===== src/rtl/dslr_pkg.sv =====
`timescale 1ns / 1ps
package dslr_pkg;

   localparam int COORD_BITS = 10;
   localparam int FRAC_BITS  = 16;

   // signed position: sign bit, integer part, fraction
   localparam int ACC_W   = COORD_BITS + FRAC_BITS + 1;
   // signed increment: magnitude never exceeds one whole unit
   localparam int INC_W   = FRAC_BITS + 2;
   localparam int DVD_W   = COORD_BITS + FRAC_BITS;
   localparam int QUO_W   = FRAC_BITS + 1;
   localparam int CNT_W   = $clog2(DVD_W + 1);
   localparam int STYLE_W = 2;
   localparam int PHASE_W = 3;

   localparam logic OP_START = 1'b0;
   localparam logic OP_STEP  = 1'b1;

   localparam logic [STYLE_W-1:0] STYLE_DOTTED  = 2'd1;
   localparam logic [STYLE_W-1:0] STYLE_DASHDOT = 2'd2;

   localparam int PHASE_COUNT = 6;
   localparam int DASH_LEN    = 3;
   localparam int DOT_PHASE   = 4;

   typedef logic [COORD_BITS-1:0]     coord_type;
   typedef logic [STYLE_W-1:0]        style_type;
   typedef logic signed [INC_W-1:0]   inc_type;
   typedef logic signed [ACC_W-1:0]   acc_type;

   typedef struct packed {
      logic load;
      logic set_x_inc;
      logic set_y_inc;
      logic advance;
   } walk_ctl_type;

endpackage


===== src/rtl/dslr_if.sv =====
`timescale 1ns / 1ps
interface dslr_req_if;
   import dslr_pkg::*;

   logic      valid;
   logic      ready;
   logic      op;
   coord_type x_start;
   coord_type y_start;
   coord_type x_end;
   coord_type y_end;
   style_type style;

   modport source (output valid, op, x_start, y_start, x_end, y_end, style, input ready);
   modport sink   (input valid, op, x_start, y_start, x_end, y_end, style, output ready);
endinterface

interface dslr_rsp_if;
   import dslr_pkg::*;

   logic      valid;
   logic      ready;
   coord_type px;
   coord_type py;
   logic      visible;
   logic      last;

   modport source (output valid, px, py, visible, last, input ready);
   modport sink   (input valid, px, py, visible, last, output ready);
endinterface


===== src/rtl/dslr_div.sv =====
`timescale 1ns / 1ps
module dslr_div (
   input  logic                           clock,
   input  logic                           reset,
   input  logic                           start,
   input  logic [dslr_pkg::DVD_W-1:0]     dividend,
   input  logic [dslr_pkg::COORD_BITS-1:0] divisor,
   output logic                           done,
   output logic [dslr_pkg::QUO_W-1:0]     quotient
);
   import dslr_pkg::*;

   logic                  run_ff, run_in;
   logic                  done_ff, done_in;
   logic [CNT_W-1:0]      cnt_ff, cnt_in;
   logic [COORD_BITS-1:0] rem_ff, rem_in;
   logic [DVD_W-1:0]      quo_ff, quo_in;
   logic [COORD_BITS-1:0] dsr_ff, dsr_in;

   logic [COORD_BITS:0]   trial;
   logic [COORD_BITS:0]   diff;
   logic                  fits;

   // restoring division, one quotient bit per cycle
   assign trial = {rem_ff, quo_ff[DVD_W-1]};
   assign fits  = trial >= {1'b0, dsr_ff};
   assign diff  = trial - {1'b0, dsr_ff};

   always_comb begin
      run_in  = run_ff;
      done_in = 1'b0;
      cnt_in  = cnt_ff;
      rem_in  = rem_ff;
      quo_in  = quo_ff;
      dsr_in  = dsr_ff;
      if (start) begin
         run_in = 1'b1;
         cnt_in = '0;
         rem_in = '0;
         quo_in = dividend;
         dsr_in = divisor;
      end else if (run_ff) begin
         rem_in = fits ? diff[COORD_BITS-1:0] : trial[COORD_BITS-1:0];
         quo_in = {quo_ff[DVD_W-2:0], fits};
         cnt_in = cnt_ff + CNT_W'(1);
         if (cnt_ff == CNT_W'(DVD_W - 1)) begin
            run_in  = 1'b0;
            done_in = 1'b1;
         end
      end
   end

   always_ff @(posedge clock) begin
      if (reset) begin
         run_ff  <= 1'b0;
         done_ff <= 1'b0;
         cnt_ff  <= '0;
      end else begin
         run_ff  <= run_in;
         done_ff <= done_in;
         cnt_ff  <= cnt_in;
      end
      rem_ff <= rem_in;
      quo_ff <= quo_in;
      dsr_ff <= dsr_in;
   end

   assign done     = done_ff;
   assign quotient = quo_ff[QUO_W-1:0];

   a_no_restart: assert property (@(posedge clock) disable iff (reset)
      start |-> !run_ff) else $error("divider started while running");
   a_start_runs: assert property (@(posedge clock) disable iff (reset)
      start |=> run_ff && cnt_ff == '0) else $error("divider did not begin");
   a_done_idle: assert property (@(posedge clock) disable iff (reset)
      done_ff |-> !run_ff) else $error("divider done while still running");
endmodule


===== src/rtl/dslr_walk.sv =====
`timescale 1ns / 1ps
module dslr_walk (
   input  logic                   clock,
   input  logic                   reset,
   input  dslr_pkg::walk_ctl_type ctl,
   input  dslr_pkg::coord_type    x_start,
   input  dslr_pkg::coord_type    y_start,
   input  dslr_pkg::coord_type    total,
   input  dslr_pkg::style_type    style,
   input  dslr_pkg::inc_type      inc,
   output logic                   line_busy,
   output logic                   out_free,
   dslr_rsp_if.source             rsp
);
   import dslr_pkg::*;

   acc_type             x_acc_ff, x_acc_in;
   acc_type             y_acc_ff, y_acc_in;
   inc_type             x_inc_ff, x_inc_in;
   inc_type             y_inc_ff, y_inc_in;
   coord_type           idx_ff, idx_in;
   coord_type           total_ff, total_in;
   logic [PHASE_W-1:0]  phase_ff, phase_in;
   style_type           style_ff, style_in;
   logic                busy_ff, busy_in;
   logic                valid_ff, valid_in;
   coord_type           px_ff, px_in;
   coord_type           py_ff, py_in;
   logic                vis_ff, vis_in;
   logic                last_ff, last_in;

   logic                fin;
   logic                vis;

   function automatic coord_type round_coord(input acc_type acc);
      logic signed [ACC_W:0] sum;
      coord_type             res;
      sum = $signed({acc[ACC_W-1], acc})
          + $signed({{(ACC_W - FRAC_BITS + 1){1'b0}}, 1'b1, {(FRAC_BITS - 1){1'b0}}});
      if (sum[ACC_W])
         res = '0;
      else if (|sum[ACC_W-1:FRAC_BITS+COORD_BITS])
         res = '1;
      else
         res = sum[FRAC_BITS+COORD_BITS-1:FRAC_BITS];
      return res;
   endfunction

   assign fin = idx_ff == total_ff;

   always_comb begin
      unique case (style_ff)
         STYLE_DOTTED:  vis = !idx_ff[0];
         STYLE_DASHDOT: vis = (phase_ff < PHASE_W'(DASH_LEN)) || (phase_ff == PHASE_W'(DOT_PHASE));
         default:       vis = 1'b0;
      endcase
   end

   always_comb begin
      x_acc_in = x_acc_ff;
      y_acc_in = y_acc_ff;
      x_inc_in = x_inc_ff;
      y_inc_in = y_inc_ff;
      idx_in   = idx_ff;
      total_in = total_ff;
      phase_in = phase_ff;
      style_in = style_ff;
      busy_in  = busy_ff;
      valid_in = valid_ff;
      px_in    = px_ff;
      py_in    = py_ff;
      vis_in   = vis_ff;
      last_in  = last_ff;

      if (valid_ff && rsp.ready)
         valid_in = 1'b0;

      if (ctl.load) begin
         x_acc_in = ACC_W'({x_start, {FRAC_BITS{1'b0}}});
         y_acc_in = ACC_W'({y_start, {FRAC_BITS{1'b0}}});
         x_inc_in = '0;
         y_inc_in = '0;
         idx_in   = '0;
         total_in = total;
         phase_in = '0;
         style_in = style;
         busy_in  = 1'b1;
      end
      if (ctl.set_x_inc)
         x_inc_in = inc;
      if (ctl.set_y_inc)
         y_inc_in = inc;
      if (ctl.advance) begin
         valid_in = 1'b1;
         px_in    = round_coord(x_acc_ff);
         py_in    = round_coord(y_acc_ff);
         vis_in   = vis;
         last_in  = fin;
         x_acc_in = x_acc_ff + ACC_W'(x_inc_ff);
         y_acc_in = y_acc_ff + ACC_W'(y_inc_ff);
         idx_in   = idx_ff + COORD_BITS'(1);
         phase_in = (phase_ff == PHASE_W'(PHASE_COUNT - 1)) ? '0 : phase_ff + PHASE_W'(1);
         if (fin)
            busy_in = 1'b0;
      end
   end

   always_ff @(posedge clock) begin
      if (reset) begin
         x_acc_ff <= '0;
         y_acc_ff <= '0;
         x_inc_ff <= '0;
         y_inc_ff <= '0;
         idx_ff   <= '0;
         total_ff <= '0;
         phase_ff <= '0;
         style_ff <= '0;
         busy_ff  <= 1'b0;
         valid_ff <= 1'b0;
      end else begin
         x_acc_ff <= x_acc_in;
         y_acc_ff <= y_acc_in;
         x_inc_ff <= x_inc_in;
         y_inc_ff <= y_inc_in;
         idx_ff   <= idx_in;
         total_ff <= total_in;
         phase_ff <= phase_in;
         style_ff <= style_in;
         busy_ff  <= busy_in;
         valid_ff <= valid_in;
      end
      px_ff   <= px_in;
      py_ff   <= py_in;
      vis_ff  <= vis_in;
      last_ff <= last_in;
   end

   assign rsp.valid   = valid_ff;
   assign rsp.px      = px_ff;
   assign rsp.py      = py_ff;
   assign rsp.visible = vis_ff;
   assign rsp.last    = last_ff;
   assign line_busy   = busy_ff;
   assign out_free    = !valid_ff || rsp.ready;

   a_adv_busy: assert property (@(posedge clock) disable iff (reset)
      ctl.advance |-> busy_ff && out_free) else $error("point taken with no line or no room");
   a_load: assert property (@(posedge clock) disable iff (reset)
      ctl.load |=> busy_ff && idx_ff == '0 && phase_ff == '0) else $error("line load failed");
   a_phase: assert property (@(posedge clock) disable iff (reset)
      phase_ff < PHASE_W'(PHASE_COUNT)) else $error("pattern phase out of range");
   a_fin: assert property (@(posedge clock) disable iff (reset)
      ctl.advance && fin && !ctl.load |=> !busy_ff && valid_ff && last_ff)
      else $error("final point did not end the line");
endmodule


===== src/rtl/dda_styled_line_rasterizer_top.sv =====
`timescale 1ns / 1ps
// styled dda line rasterizer
// req channel: op 0 starts a line from (x_start, y_start) to (x_end, y_end) with
// a style (1 dotted, 2 dash-dot, others unlit); op 1 asks for the next point.
// rsp channel: one transaction per step request while a line is active, carrying
// the rounded point, a visible flag and a last flag on the final point.
// a start gives no response; a step with no active line is taken and dropped.
// a start of a nonzero line runs the shared restoring divider twice, once per
// axis, at one quotient bit per cycle: req is not ready until both divisions
// are done (a zero-length line needs no division).
// step requests go one per cycle while rsp keeps taking points; each point appears
// on rsp the cycle after its request is taken, from an output register.
// when rsp stalls the single output register holds the point and req stays not
// ready until the waiting point is taken in the same or an earlier cycle.
// reset (synchronous, active high) leaves no line active and rsp empty.
module dda_styled_line_rasterizer_top (
   input logic        clock,
   input logic        reset,
   dslr_req_if.sink   req_if,
   dslr_rsp_if.source rsp_if
);
   import dslr_pkg::*;

   localparam logic [1:0] S_IDLE  = 2'd0;
   localparam logic [1:0] S_DIV_X = 2'd1;
   localparam logic [1:0] S_DIV_Y = 2'd2;

   logic [1:0]             state_ff, state_in;
   coord_type              mag_y_ff, mag_y_in;
   coord_type              steps_ff, steps_in;
   logic                   neg_x_ff, neg_x_in;
   logic                   neg_y_ff, neg_y_in;

   logic                   accept;
   logic                   line_busy;
   logic                   out_free;
   walk_ctl_type           ctl;
   logic signed [COORD_BITS:0] dx, dy;
   coord_type              ax, ay, steps;
   logic                   div_start;
   logic                   div_done;
   logic [DVD_W-1:0]       dividend;
   coord_type              divisor;
   logic [QUO_W-1:0]       quotient;
   inc_type                mag_inc;
   inc_type                inc;

   assign req_if.ready = (state_ff == S_IDLE) && out_free;
   assign accept       = req_if.valid && req_if.ready;

   assign dx    = $signed({1'b0, req_if.x_end}) - $signed({1'b0, req_if.x_start});
   assign dy    = $signed({1'b0, req_if.y_end}) - $signed({1'b0, req_if.y_start});
   assign ax    = dx[COORD_BITS] ? COORD_BITS'(-dx) : dx[COORD_BITS-1:0];
   assign ay    = dy[COORD_BITS] ? COORD_BITS'(-dy) : dy[COORD_BITS-1:0];
   assign steps = (ax > ay) ? ax : ay;

   assign ctl.load      = accept && (req_if.op == OP_START);
   assign ctl.advance   = accept && (req_if.op == OP_STEP) && line_busy;
   assign ctl.set_x_inc = (state_ff == S_DIV_X) && div_done;
   assign ctl.set_y_inc = (state_ff == S_DIV_Y) && div_done;

   // x axis divides straight from the request, y axis from the latched magnitude
   assign div_start = (ctl.load && steps != '0) || ctl.set_x_inc;
   assign dividend  = (state_ff == S_IDLE) ? {ax, {FRAC_BITS{1'b0}}}
                                           : {mag_y_ff, {FRAC_BITS{1'b0}}};
   assign divisor   = (state_ff == S_IDLE) ? steps : steps_ff;

   assign mag_inc = INC_W'(quotient);
   assign inc     = ((state_ff == S_DIV_X) ? neg_x_ff : neg_y_ff) ? -mag_inc : mag_inc;

   always_comb begin
      state_in = state_ff;
      mag_y_in = mag_y_ff;
      steps_in = steps_ff;
      neg_x_in = neg_x_ff;
      neg_y_in = neg_y_ff;
      unique case (state_ff)
         S_IDLE: begin
            if (ctl.load) begin
               mag_y_in = ay;
               steps_in = steps;
               neg_x_in = dx[COORD_BITS];
               neg_y_in = dy[COORD_BITS];
               if (steps != '0)
                  state_in = S_DIV_X;
            end
         end
         S_DIV_X: if (div_done) state_in = S_DIV_Y;
         S_DIV_Y: if (div_done) state_in = S_IDLE;
         default: state_in = S_IDLE;
      endcase
   end

   always_ff @(posedge clock) begin
      if (reset) begin
         state_ff <= S_IDLE;
      end else begin
         state_ff <= state_in;
      end
      mag_y_ff <= mag_y_in;
      steps_ff <= steps_in;
      neg_x_ff <= neg_x_in;
      neg_y_ff <= neg_y_in;
   end

   dslr_div u_div (
      .clock    (clock),
      .reset    (reset),
      .start    (div_start),
      .dividend (dividend),
      .divisor  (divisor),
      .done     (div_done),
      .quotient (quotient)
   );

   dslr_walk u_walk (
      .clock     (clock),
      .reset     (reset),
      .ctl       (ctl),
      .x_start   (req_if.x_start),
      .y_start   (req_if.y_start),
      .total     (steps),
      .style     (req_if.style),
      .inc       (inc),
      .line_busy (line_busy),
      .out_free  (out_free),
      .rsp       (rsp_if)
   );

   a_busy_blocks: assert property (@(posedge clock) disable iff (reset)
      state_ff != S_IDLE |-> !req_if.ready) else $error("request taken during division");
   a_done_state: assert property (@(posedge clock) disable iff (reset)
      div_done |-> state_ff == S_DIV_X || state_ff == S_DIV_Y)
      else $error("divider finished with no division pending");
   a_zero_line: assert property (@(posedge clock) disable iff (reset)
      ctl.load && steps == '0 |=> state_ff == S_IDLE) else $error("zero-length line divided");
endmodule


===== src/flat_wrapper.sv =====
// flat-port wrapper written by rule: the top's interface ports become plain ports
module dda_styled_line_rasterizer_top_flat import dslr_pkg::*;
  (clock, reset, req_if_valid, req_if_op, req_if_x_start, req_if_y_start, req_if_x_end, req_if_y_end, req_if_style, req_if_ready, rsp_if_valid, rsp_if_px, rsp_if_py, rsp_if_visible, rsp_if_last, rsp_if_ready);
  dslr_req_if req_if_i ();
  dslr_rsp_if rsp_if_i ();
  input logic clock;
  input logic reset;
  input wire logic [$bits(req_if_i.valid)-1:0] req_if_valid;
  input wire logic [$bits(req_if_i.op)-1:0] req_if_op;
  input wire logic [$bits(req_if_i.x_start)-1:0] req_if_x_start;
  input wire logic [$bits(req_if_i.y_start)-1:0] req_if_y_start;
  input wire logic [$bits(req_if_i.x_end)-1:0] req_if_x_end;
  input wire logic [$bits(req_if_i.y_end)-1:0] req_if_y_end;
  input wire logic [$bits(req_if_i.style)-1:0] req_if_style;
  output wire logic [$bits(req_if_i.ready)-1:0] req_if_ready;
  output wire logic [$bits(rsp_if_i.valid)-1:0] rsp_if_valid;
  output wire logic [$bits(rsp_if_i.px)-1:0] rsp_if_px;
  output wire logic [$bits(rsp_if_i.py)-1:0] rsp_if_py;
  output wire logic [$bits(rsp_if_i.visible)-1:0] rsp_if_visible;
  output wire logic [$bits(rsp_if_i.last)-1:0] rsp_if_last;
  input wire logic [$bits(rsp_if_i.ready)-1:0] rsp_if_ready;
  assign req_if_i.valid = req_if_valid;
  assign req_if_i.op = req_if_op;
  assign req_if_i.x_start = req_if_x_start;
  assign req_if_i.y_start = req_if_y_start;
  assign req_if_i.x_end = req_if_x_end;
  assign req_if_i.y_end = req_if_y_end;
  assign req_if_i.style = req_if_style;
  assign req_if_ready = req_if_i.ready;
  assign rsp_if_valid = rsp_if_i.valid;
  assign rsp_if_px = rsp_if_i.px;
  assign rsp_if_py = rsp_if_i.py;
  assign rsp_if_visible = rsp_if_i.visible;
  assign rsp_if_last = rsp_if_i.last;
  assign rsp_if_i.ready = rsp_if_ready;
  dda_styled_line_rasterizer_top u_core (.clock(clock), .reset(reset), .req_if(req_if_i), .rsp_if(rsp_if_i));
endmodule

===== config.mk =====
export PLATFORM = sky130hd
export DESIGN_NAME = dda_styled_line_rasterizer_top_flat
export DESIGN_NICKNAME = d
export VERILOG_FILES = /design/src/rtl/dslr_pkg.sv /design/src/rtl/dslr_if.sv /design/src/rtl/dslr_div.sv /design/src/rtl/dslr_walk.sv /design/src/rtl/dda_styled_line_rasterizer_top.sv /design/src/flat_wrapper.sv
export SDC_FILE = /design/constraint.sdc
export NUM_CORES = 1
export LEC_CHECK = 0
export BUFFER_PORTS_ARGS = -buffer_cell sky130_fd_sc_hd__buf_2
export CORE_ASPECT_RATIO = 0.5
export CORE_MARGIN = 2
export CORE_UTILIZATION = 25
export CTS_BUF_LIST = sky130_fd_sc_hd__clkbuf_8 sky130_fd_sc_hd__clkbuf_16
export CTS_CLUSTER_SIZE = 25
export DETAILED_ROUTE_END_ITERATION = 10
export PLACE_DENSITY_LB_ADDON = 0.3
export SKIP_CTS_REPAIR_TIMING = 1
export SLEW_MARGIN = 10
export SYNTH_ARGS = -nofsm -noshare
export SYNTH_HDL_FRONTEND = slang
export SYNTH_SLANG_ARGS = --single-unit

===== constraint.sdc =====
create_clock -name clock -period 8 [get_ports clock]
set_clock_uncertainty 0.1 [all_clocks]
set_input_delay 1.6 -clock clock [delete_from_list [all_inputs] [get_ports clock]]
set_output_delay 1.6 -clock clock [all_outputs]
set_load 0.01 [all_outputs]

* Word level (Yosys, flattened, before mapping) *
Cells that the tools add are included.

operators by class
  $add $sub $neg = 13
  $lt $le $gt $ge = 3
  equality and inequality tests = 12
  mux-type cells = 39
  bitwise operators = 2
  reduce and logical (&&, ||, !) cells = 25

operators by type and width
  operator                                        count
  two-way mux 27 bit                              4
  two-way mux 10 bit                              9
  two-way mux 26 bit                              3
  two-way mux 18 bit                              4
  adder 27 x 17 -> 28 bit, second input constant  2
  adder 27 x 18 -> 27 bit                         2
  subtractor 10 x 10 -> 11 bit                    2
  negation 10 bit                                 2
  negation 17 -> 18 bit                           1
  greater-or-equal comparator 11 x 10 -> 1 bit    1
  adder 10 x 1 -> 10 bit, second input constant   1
  == test 10 bit                                  1
  > comparator 10 bit                             1
  two-way mux 1 bit                               10
  nonzero test 10 bit                             1
  nonzero test 2 bit                              5
  subtractor 10 bit                               1
  logical AND 1 bit                               9
  two-way mux 3 bit                               3
  two-way mux 2 bit                               4
  == test 3 bit, second input constant            2
  != test 2 bit, second input constant            3
  one-hot mux 2 bit (3 select lines)              1
  adder 5 x 1 -> 5 bit, second input constant     1
  15 further kinds                                21

word-level totals
  flip-flop bits (word level) = 216
  input port bits = 47
  output and inout bits = 24
  logic and storage cells = 119

* Depth between registers and ports, before layout *
Gate-level depths: netlist of the first run.

  word-level depth = 9
  depth in mapped cells = 25
  depth with buffers taken out = 22

* Cells and area by module *
Synthesis of the first run repeated with hierarchy kept, for this count alone.

unflattened totals
  cell total of the unflattened synthesis = 1651
  area total of the unflattened synthesis = 14739.1 um2

modules (own cells, without submodules)
  module                          times used  cells each  area an instance (um2)  seq. area each (um2)
  dslr_walk                       1           983         8545.7                  3002.9
  dda_styled_line_rasterizer_top  1           421         3368.2                  700.7
  dslr_div                        1           247         2825.2                  1421.4

* Least setup slack after synthesis of the first run *
No wires, ideal clock.

  kind = input port to flip-flop
  start point = input port req_if_x_end[0]
  end point = register u_core.u_div.quo_ff[0], enable pin
  library setup time = 0.384 ns
  data arrival time = 6.415 ns
  required time = 7.516 ns
  path slack = 1.101 ns
  cell stages on the path = 22
  buffers on the path = 3
  path through = inv_1 -> ha_1 -> inv_1 -> fa_1 -> a211oi_1 -> o21ai_1 -> a41o_1 -> clkbuf_1 -> a21oi_1 -> xor2_1 -> inv_1 -> ha_1 -> a211o_1 -> a21oi_1 -> nand2_1 -> o31a_1 -> clkbuf_1 -> mux2i_1 -> a2111oi_4 -> o21ai_2 -> buf_2 -> or2_1

on the way
  word-level cells in the longest chain between the ends = 9

RTL lines
  what                                   line                                  source
  start, declared                        flat_wrapper.sv:12                    input wire logic [$bits(req_if_i.x_end)-1:0] req_if_x_end;
  subtractor 10 x 10 -> 11 bit *         dda_styled_line_rasterizer_top.sv:51  assign dx = $signed({1'b0, req_if.x_end}) - $signed({1'b0, req_if.x_start});
  negation 10 bit                        dda_styled_line_rasterizer_top.sv:53  assign ax = dx[COORD_BITS] ? COORD_BITS'(-dx) : dx[COORD_BITS-1:0];
  two-way mux 10 bit *                   dda_styled_line_rasterizer_top.sv:53
  > comparator 10 bit                    dda_styled_line_rasterizer_top.sv:55  assign steps = (ax > ay) ? ax : ay;
  two-way mux 10 bit *                   dda_styled_line_rasterizer_top.sv:55
  via u_core.steps[9]                    dda_styled_line_rasterizer_top.sv:39  coord_type ax, ay, steps;
  nonzero test 10 bit *                  dda_styled_line_rasterizer_top.sv:63  assign div_start = (ctl.load && steps != '0) || ctl.set_x_inc;
  logical AND 1 bit *                    dda_styled_line_rasterizer_top.sv:63
  logical OR 1 bit *                     dda_styled_line_rasterizer_top.sv:63
  nonzero test 2 bit (no source line) *  -
  end signal, assigned                   dslr_div.sv:64                        quo_ff <= quo_in;
  end, declared                          dslr_div.sv:17                        logic [DVD_W-1:0] quo_ff, quo_in;

The timed path passes the listed nets; every way through them passes the cells marked *.
A chain may end at the register's enable or synchronous reset.

* Worst setup path after layout of the first run *
  start point = input port req_if_x_end[0]
  end point = register u_core.u_div.quo_ff[15], enable pin

on the way
  word-level cells in the longest chain between the ends = 9

RTL lines
  what                                   line
  subtractor 10 x 10 -> 11 bit *         dda_styled_line_rasterizer_top.sv:51
  negation 10 bit                        dda_styled_line_rasterizer_top.sv:53
  two-way mux 10 bit *                   dda_styled_line_rasterizer_top.sv:53
  > comparator 10 bit                    dda_styled_line_rasterizer_top.sv:55
  two-way mux 10 bit *                   dda_styled_line_rasterizer_top.sv:55
  nonzero test 10 bit *                  dda_styled_line_rasterizer_top.sv:63
  logical AND 1 bit *                    dda_styled_line_rasterizer_top.sv:63
  logical OR 1 bit *                     dda_styled_line_rasterizer_top.sv:63
  nonzero test 2 bit (no source line) *  -

Every way passes the cells marked *; elsewhere a longest branch is shown, timed or not.

==> results.cfg, run 1 <==
[synthesis]
synth_top_area_share_pct = 19.70
yosysWarnings = 0
synth_mux_area_share_pct = 3.042
synth_adder_area_share_pct = 9.957
yosys.area_share.simple_pct = 16.48
synth-seq-cells = 216
avgSynthCellArea_sq_um = 8.826
ys_seq_area_share_pct = 37.08
yosys.area.top_type = dfxtp_1
synthTopCellsByArea = dfxtp_1 20%, edfxtp_1 17%, ha_1 9.2%
async_flop_share_pct = 0
synth-xor-area-share_pct = 7.631
synthesis.nets = 1720
synth_compound_area_share_pct = 21.20
synth_top_family_by_area = compound AO/OA/AOI/OAI gates
syn_area_sq_um = 13820
synthDistinctLibCells = 85
synth_flop_cell = dfxtp_1
synth_edf_count = 80
syn-instance-count = 1566

[pwr]
switching_power_mw = 1.143
switching_share_pct = 33.01
seqPwrFrac_pct = 38.3
internal_power_mw = 2.319
leakagePower_nw = 6.400
ir_worst_vdd_v = 0.0001346
clockPowerShare_pct = 34.2
comb_power_share_pct = 27.6
cellPowerDensity_nw_per_um2 = 219.2

[clock_network]
ctsHtreeMaxLevel = 1
cts-root-buf = clkbuf_16
clk_latency_ps = 550
tritoncts = yes
path_clk_slew_ps = 60
clk_path_buf_depth = 3
cts_sinks = 216
cts_made_buffers = 26

[placed_design]
hpwl_microns = 25110
numPortBuffers = 70
dp.cells = 2323
routabilityCongestion = 0.8235

[timing]
max_freq_mhz = 146.4
min_period_ps = 6831
final_max_slew_viol_count = 0
setup_viol_count_final = 0
worstMarginPinSlew_ps = 1167
finalCritPeriodShare_pct = 85.38
slew_headroom_pct = 22.12
grt_setup_unrepaired = false
setup_tns_ps = 0
finalHoldViolCount = 0

[floorplan]
num_rows = 60
fp.dieH_microns = 170.3
ios = 71
die-area_sq_um = 57300
initial_utilization_pct = 25.50
core_area_sq_um = 54200
die_w_microns = 336.5

[cells_and_area]
syn_to_final_growth_pct = 14.25
utilization_pct = 29.13
final_nets = 1761
instances_no_fill = 2371
post_route_cells_drive_above_1_share_pct = 11.06
diodes = 0
fillerInstances = 5815

[drt]
num_vias = 11360
ant_nets = 0
firstDrtPassIters = 7
routed_via_density = 4.792
routedWlPerCell_microns = 14.85
drt_iter0_markers = 786
wl_microns = 35220
drc = 0

[setup_path]
path_common_cell = inv_1
cp_slowest_cell = o31a_1
slowest_delay_ps = 480
crit_arrival_ps = 7030
cp_num_buf_inv = 5
endpoint_kind = register
crit_family = compound AO/OA/AOI/OAI gates
cp-start-kind = input pin
cp.required_ps = 8200
cp_cell_sequence = buf_2, inv_1, ha_1, inv_1, fa_1, a211oi_1, o21ai_1, a41o_1, a21oi_1, xor2_1, inv_1, ha_1, a211o_1, a21oi_1, nand2_1, o31a_1, or3_1, a2111oi_4, o21ai_4, or2_1, buf_12
path_class = input pin to register
path_max_fanout = 20

[global_routing]
grt_max_degree = 70
antenna_found_initial = 0
grt_pass1_vias = 10730
grt_remaining_overflow = 0
grt_pass1_wl_microns = 57330
grtUsageTotal_pct = 12.17

[min_path]
hold_path.class = register to register

[flow_run]
maxCapViolations = 0

[run_status]
status = complete, no violations
## cell usage after synthesis (6+ instances only)
cell	n
clkbuf_1	58
or2_2	16
or3_1	10
and2_1	8
mux2i_1	15
o211ai_1	8
nand4_1	14
nand3_1	41
o31ai_1	11
mux2_2	11
dfxtp_1	136
and3_1	26
o21bai_1	7
inv_1	93
a21o_1	27
a31oi_1	45
xor2_1	56
nand2b_1	14
a22oi_1	47
nor3_1	24
o21ai_0	65
nand2_1	111
mux2_4	9
o21a_1	11
nor2b_1	10
nor2_1	166
edfxtp_1	80
a211oi_1	25
a21oi_1	142
xnor2_1	60
nand3b_1	7
and4_1	6
ha_1	102
## placed cells by master, fill, tap and decap left out, types with 13 or more instances in the layout
cell type / instances
ha_1: 102
or2_2: 16
edfxtp_1: 80
mux2i_1: 15
xor2_1: 56
dfxtp_1: 136
a211oi_1: 25
a21oi_1: 142
nand2b_1: 14
nand4_1: 14
a22oi_1: 47
o21ai_0: 65
nor2_1: 165
inv_1: 94
nand2_1: 111
nor3_1: 24
a21o_1: 27
buf_2: 69
a31oi_1: 45
and3_1: 26
xnor2_1: 60
nand3_1: 41
clkbuf_16: 27
buf_4: 13
## final cells by class
type / count / area, sq um / share of cell area, %
clock buffers: 30 / 716.9 / 4.540
well taps: 744 / 930.9 / 5.895
clock inverters: 18 / 127.6 / 0.8082
flip-flops and latches: 216 / 5125 / 32.45
multi-input cells: 1186 / 8075 / 51.14
inverters: 94 / 352.8 / 2.234
repair buffers: 83 / 462.9 / 2.932
## final timing paths
check                         endpoint  slack [ps]  cells after the start                 startpoint
max            u_core.u_div.quo_ff[15]        1170                     21            req_if_x_end[0]
min          u_core.u_walk.total_ff[0]         370                      2  u_core.u_walk.total_ff[0]
max reg2reg    u_core.u_div.quo_ff[14]        4070                      9         u_core.state_ff[0]
min reg2reg  u_core.u_walk.total_ff[0]         370                      2  u_core.u_walk.total_ff[0]
## metal layers
metal	share of wire, %	global-route usage, %	vias up
met5	0	0	-
met4	1.7	2.349	0
li1	-	-	5787
met2	45	19.70	137
met3	3.4	1.641	39
met1	50	17.30	5398
## flip-flops by register name, summed over array words and instances (netlist names), 10 cells and up
signal / cells
u_core.u_walk.x_acc_ff: 27
u_core.u_walk.total_ff: 10
u_core.u_walk.idx_ff: 10
u_core.u_walk.y_inc_ff: 18
u_core.mag_y_ff: 10
u_core.u_div.quo_ff: 26
u_core.u_walk.rsp.px: 10
u_core.u_walk.rsp.py: 10
u_core.u_walk.x_inc_ff: 18
u_core.u_walk.y_acc_ff: 27
u_core.steps_ff: 10
u_core.u_div.rem_ff: 10
u_core.u_div.dsr_ff: 10
## power groups by stage
stage | Sequential, mW | Combinational [mW] | Clock [mW]
detailed placement | 1.35 | 0.951 | 0
CTS | 1.33 | 0.959 | 1.22
finish | 1.32 | 0.954 | 1.18
global route | 1.34 | 1.07 | 1.25
floorplan | 1.33 | 0.720 | 0
global placement | 1.35 | 0.950 | 0
## through the flow
step	cell area (sq um)	power (mW)	hold slack, ps	setup slack, ps
3_3_place_gp	14950	2.298	359.8	676.6
4_1_cts	15790	3.502	370.0	1181
3_5_place_dp	14950	2.299	361.1	628.0
2_1_floorplan	13820	2.046	348.1	1101
5_1_grt	15790	3.661	401.9	856.7
6_report	15790	3.462	367.5	1169
## kinds of logic (layout without fill, tap and decap cells)
family | after synthesis | in the layout
adder cells (fa/ha/maj) | 107 | 107
multiplexers | 36 | 36
AO/OA/AOI/OAI | 448 | 448
AND/OR/NAND/NOR | 477 | 477
buffers and inverters | 164 | 225
flip-flops | 216 | 216
XOR/XNOR | 118 | 118
## worst register-to-register path, stage by stage, from the launching register on
cell      delay [ps]
dfxtp_1          340
or2_2            570
nor2b_1          340
nand2_1           80
or2_2            270
buf_4            310
inv_2            400
buf_4            530
nand2b_1         430
and3_1           320
Power figures use the tool's default switching activity.
==> run 2: changes to the inputs <==
--- a/config.mk
+++ b/config.mk
@@ -13,6 +13,7 @@
 export CTS_CLUSTER_SIZE = 25
 export DETAILED_ROUTE_END_ITERATION = 10
 export PLACE_DENSITY_LB_ADDON = 0.3
+export REMOVE_ABC_BUFFERS = 1
 export SKIP_CTS_REPAIR_TIMING = 1
 export SLEW_MARGIN = 10
 export SYNTH_ARGS = -nofsm -noshare
==> constraint.sdc (replaced) <==
create_clock -name clock -period 8.6 [get_ports clock]
set_clock_uncertainty 0.1 [all_clocks]
set_input_delay 1.72 -clock clock [delete_from_list [all_inputs] [get_ports clock]]
set_output_delay 1.72 -clock clock [all_outputs]
set_load 0.01 [all_outputs]
==> run 2 against run 1 <==
  * Total power down 7.5%
  * Critical path depth unchanged
  * Global-route usage down 0.17 points
  * Clock power down 7%
  * Combinational power down 8.8%
  * Sequential share of layout area about the same
  * Register-to-register slack better by 750 ps
  * Final cell count down 0.17%
  * Core utilization about the same
  * Critical path type unchanged
  * Largest cell class unchanged
  * Largest power group unchanged
  * Highest routed layer unchanged
==> results.cfg, run 2 (same netlist as run 1, synthesis figures left out) <==
[run_status]
status = complete, no violations

[drt]
num_vias = 11330
routedWlPerCell_microns = 14.84
drc = 0
wl_microns = 35120
routed_via_density = 4.787
ant_nets = 0
drt_iter0_markers = 730
firstDrtPassIters = 5

[timing]
max_freq_mhz = 139.3
worstMarginPinSlew_ps = 1074
setup_tns_ps = 0
finalCritPeriodShare_pct = 83.46
grt_setup_unrepaired = false
min_period_ps = 7177
final_max_slew_viol_count = 0
finalHoldViolCount = 0
slew_headroom_pct = 28.31
setup_viol_count_final = 0

[cells_and_area]
final_cell_mix = 165 x nor2_1, 142 x a21oi_1, 136 x dfxtp_1, 111 x nand2_1, 102 x ha_1
post_route_cells_drive_above_1_share_pct = 10.78
fin_area_sq_um = 15770
final_common_cell = nor2_1
syn_to_final_growth_pct = 14.10
diodes = 0
final_nets = 1758
largestRegisters = u_core.u_walk.x_acc_ff x27, u_core.u_walk.y_acc_ff x27, u_core.u_div.quo_ff x26

[pwr]
cellPowerDensity_nw_per_um2 = 203.0
leakagePower_nw = 6.388
ir_worst_vdd_v = 0.0001389

[setup_path]
ff2ff_path_depth = 11
crit_family = compound AO/OA/AOI/OAI gates
path_class = input pin to register
path_max_fanout = 21
cp_cell_sequence = buf_2, inv_1, ha_1, inv_1, fa_1, a211oi_1, o21ai_1, a41o_1, a31oi_1, xor2_1, inv_1, ha_1, o21a_1, o32ai_1, a31oi_1, o31a_1, mux2i_1, a2111oi_4, o21ai_4, buf_4, mux2_4
crit_arrival_ps = 7360
rr_endpoint = u_core.u_walk.idx_ff[8]
slowest_delay_ps = 670
cp-start-kind = input pin
reg2reg_setup_slack_ps = 4820
cp.required_ps = 8790
cp_slowest_cell = o31a_1
reg2reg_from = u_core.state_ff[0]
path_common_cell = inv_1
endpoint_kind = register
cp_num_buf_inv = 5

[clock_network]
ctsHtreeMaxLevel = 1
cts_made_buffers = 25
path_clk_slew_ps = 60
clk_path_buf_depth = 3
tritoncts = yes
cts_sinks = 216
clk_latency_ps = 540
cts-root-buf = clkbuf_16

[flow_run]
maxCapViolations = 0

[floorplan]
fp.dieH_microns = 170.3
initial_utilization_pct = 25.50
ios = 71
die-area_sq_um = 57300
num_rows = 60
die_w_microns = 336.5
core_area_sq_um = 54200

[placed_design]
numPortBuffers = 70
hpwl_microns = 25200
routabilityCongestion = 0.8706
place_area_sq_um = 14930

[global_routing]
grt_remaining_overflow = 0
grt_pass1_wl_microns = 56260
grtUsageTotal_pct = 12.00
antenna_found_initial = 0
grt_max_degree = 85
grt_pass1_vias = 10660

[min_path]
hold_path.class = register to register
min_path_cells = 2
hold_path_end = u_core.u_walk.total_ff[6]
hold_path_startpoint = u_core.u_walk.total_ff[6]
## run 2: cell types whose count changed in the layout (fill, tap and decap cells not counted)
cell / delta
buf_4: -2
bufinv_16: +2
clkbuf_16: -2
clkinv_4: -2
inv_1: +1
inv_4: -2
inv_8: +1
## run 2: cell type report
cell class	instances	area [sq um]
fill	5784	38430
clock buffer	28	666.9
multi-input combinational	1186	8075
sequential	216	5125
timing repair buffer	81	447.9
inverter	94	352.8
tap	744	930.9
clock inverter	18	172.7
## run 2: stage by stage
stage / setup WS (ps) / util (%) / hold WS, ps / total power [mW] / cells
after global placement: 992.2 / 27.55 / 360.8 / 2.125 / 2321
after CTS: 1456 / 29.10 / 371.5 / 3.241 / 2367
after floorplan: 715.0 / - / 342.0 / 1.880 / 1496
after detailed placement: 896.3 / 27.55 / 361.9 / 2.129 / 2321
after global routing: 911.1 / 29.10 / 396.4 / 3.393 / 2367
final: 1423 / 29.10 / 371.8 / 3.201 / 2367
## run 2: tightest hold or removal path, stage by stage, from the launching register on
cell     delay, ps
dfxtp_1        320
nand2_1         50
a21oi_1         50
## run 2: where the power goes
part | total (mW) | switching [mW] | internal, mW
Combinational | 0.870 | 0.525 | 0.345
Sequential | 1.23 | 0.0543 | 1.18
Clock | 1.10 | 0.451 | 0.648
Total | 3.20 | 1.03 | 2.17
## run 2: worst max-delay path by stage
stage | startpoint | to | cells past startpoint
after floorplan | req_if_x_end[0] | u_core.u_div.quo_ff[0] | 20
after global placement | req_if_x_end[0] | u_core.u_div.quo_ff[16] | 22
after detailed placement | req_if_x_end[0] | u_core.u_div.quo_ff[17] | 22
after CTS | req_if_x_end[0] | u_core.u_div.quo_ff[17] | 22
after global routing | req_if_x_end[0] | u_core.u_div.quo_ff[17] | 22
final | req_if_x_end[0] | u_core.u_div.quo_ff[17] | 21
## run 2: metal layers
layer  wire length, microns  share of wire, %  global-route usage, %  vias up
met5                      0                 0                      0        -
met4                    708               2.0                  2.795        0
met3                   1334               3.8                  1.618       42
met2                  15550                44                  19.40      184
met1                  17520                50                  16.90     5332
li1                       -                 -                      -     5772
==> run 3: changes to the inputs <==
==> constraint.sdc (replaced) <==
create_clock -name clock -period 7.1 [get_ports clock]
set_clock_uncertainty 0.1 [all_clocks]
set_input_delay 1.42 -clock clock [delete_from_list [all_inputs] [get_ports clock]]
set_output_delay 1.42 -clock clock [all_outputs]
set_load 0.01 [all_outputs]
==> run 3 against run 2 <==
  * Hold slack worse by 2.7 ps
  * Count of clock-buffer cells in the layout up 1
  * Final cell count up 0.63%
  * Sequential power up 21%
  * Routed wire length up 1.6%
  * Die area unchanged
  * Non-clock buffer count up 14
  * Combinational power up 29%
  * Setup slack worse by 680 ps
  * Core utilization up 0.32 points
  * Flip-flop and latch count unchanged
  * Total power up 27%
==> results.cfg, run 3 (same netlist as run 1, synthesis figures left out) <==
[floorplan]
initial_utilization_pct = 25.50
num_rows = 60
die-area_sq_um = 57300
ios = 71
die_w_microns = 336.5
fp.dieH_microns = 170.3
core_area_sq_um = 54200

[drt]
firstDrtPassIters = 5
drc = 0
ant_nets = 0
routed_via_density = 4.776
wl_microns = 35680
drt_iter0_markers = 756
num_vias = 11380
routedWlPerCell_microns = 14.98

[setup_path]
cp-start-kind = input pin
crit_arrival_ps = 6470
cp.required_ps = 7220
path_max_fanout = 20
path_class = input pin to register
endpoint_kind = register

[clock_network]
clk_path_buf_depth = 3
cts_made_buffers = 26
cts-root-buf = clkbuf_16
path_clk_slew_ps = 60
ctsHtreeMaxLevel = 1
clk_latency_ps = 550
cts_sinks = 216
tritoncts = yes

[timing]
finalHoldViolCount = 0
finalCritPeriodShare_pct = 89.49
slew_headroom_pct = 38.05
setup_slack_ps = 746.6
setup_tns_ps = 0
min_period_ps = 6353
holdWs_ps = 369.1
final_max_slew_viol_count = 0
setup_viol_count_final = 0
grt_setup_unrepaired = false
max_freq_mhz = 157.4
worstMarginPinSlew_ps = 929.3

[global_routing]
grt_pass1_wl_microns = 57540
top_usage_layer = met2
grt_remaining_overflow = 0
use_met3_pct = 1.607
grtUsageMet1_pct = 17.09
antenna_found_initial = 0
met2_usage_pct = 19.87
grtUsageTotal_pct = 12.26
grt_max_degree = 74
grt_pass1_vias = 10770

[pwr]
cellPowerDensity_nw_per_um2 = 254.0
ir_worst_vdd_v = 0.0001677
leakagePower_nw = 6.495
switching_share_pct = 31.54
seqPwrFrac_pct = 36.8
design_power_total_mw = 4.051
clockPowerShare_pct = 35.5
switching_power_mw = 1.278
internal_power_mw = 2.774
comb_power_share_pct = 27.7

[cells_and_area]
final_cell_mix = 165 x nor2_1, 142 x a21oi_1, 136 x dfxtp_1, 111 x nand2_1, 102 x ha_1
final_common_cell = nor2_1
post_route_cells_drive_above_1_share_pct = 11.42
syn_to_final_growth_pct = 15.37
fillerInstances = 5835
diodes = 0
largestRegisters = u_core.u_walk.x_acc_ff x27, u_core.u_walk.y_acc_ff x27, u_core.u_div.quo_ff x26
register_area_sq_um = 5125
multiInputGateArea_sq_um = 8075
final_nets = 1773

[min_path]
hold_path.class = register to register

[run_status]
status = complete, no violations

[placed_design]
post-place-ws_ps = 225.8
numPortBuffers = 70
hpwl_microns = 25220
routabilityCongestion = 0.8768

[flow_run]
maxCapViolations = 0
==> run 3: changes by cell type in the layout (fill, tap and decap cells not counted), sizes merged <==
cell	delta
bufinv	+2
buf	+14
inv	+2
clkinv	-4
clkbuf	+1
==> run 3: final timing paths <==
kind,startpoint,endpoint,slack (ps),cells past startpoint
min reg2reg,u_core.u_walk.total_ff[8],u_core.u_walk.total_ff[8],370,2
max reg2reg,u_core.u_walk.y_acc_ff[0],u_core.u_walk.y_acc_ff[26],3500,12
min,u_core.u_walk.total_ff[8],u_core.u_walk.total_ff[8],370,2
max,req_if_y_end[0],u_core.u_div.dsr_ff[4],750,24
==> run 3: metrics by stage <==
stage / util, % / instance area [sq um] / std cells
floorplan: - / 13540 / 1496
global placement: 27.74 / 15040 / 2335
detailed placement: 27.74 / 15040 / 2335
CTS: 29.42 / 15950 / 2382
global route: 29.42 / 15950 / 2382
finish: 29.42 / 15950 / 2382
==> run 3: power groups by stage <==
stage	Sequential [mW]	Clock, mW	Combinational (mW)
final	1.49	1.44	1.12
after global routing	1.50	1.52	1.26
after CTS	1.49	1.48	1.13
after detailed placement	1.51	0	1.13
after global placement	1.51	0	1.12
after floorplan	1.50	0	0.779
==> run 3: critical path, stage by stage <==
cell       delay [ps]
buf_2             100
inv_1              50
ha_1              150
inv_1              50
fa_1              400
a21o_1            260
a221oi_2          290
xnor2_1           210
a2111oi_4         390
nor2_1            100
xnor2_1           330
inv_1              90
ha_1              340
a211o_1           260
a21oi_1           150
nand2_1            70
o31a_1            380
buf_4             220
and3_1            190
o22ai_1           280
a2111oi_4          80
o21ai_4           170
buf_12            200
buf_4             290
==> run 3: area by class of cell <==
| type | count | area share, % |
|---|---|---|
| Sequential cell | 216 | 32.14 |
| Inverter | 94 | 2.213 |
| Timing Repair Buffer | 95 | 3.468 |
| Tap cell | 744 | 5.838 |
| Clock inverter | 18 | 1.295 |
| Multi-Input combinational cell | 1186 | 50.64 |
| Clock buffer | 29 | 4.410 |
==> run 3: routing by layer <==
layer | vias to the layer above | wire [microns] | part of all wire (%)
li1 | 5803 | - | -
met1 | 5401 | 18050 | 51
met2 | 127 | 15720 | 44
met3 | 45 | 1029 | 2.9
met4 | 0 | 877 | 2.5
met5 | - | 0 | 0
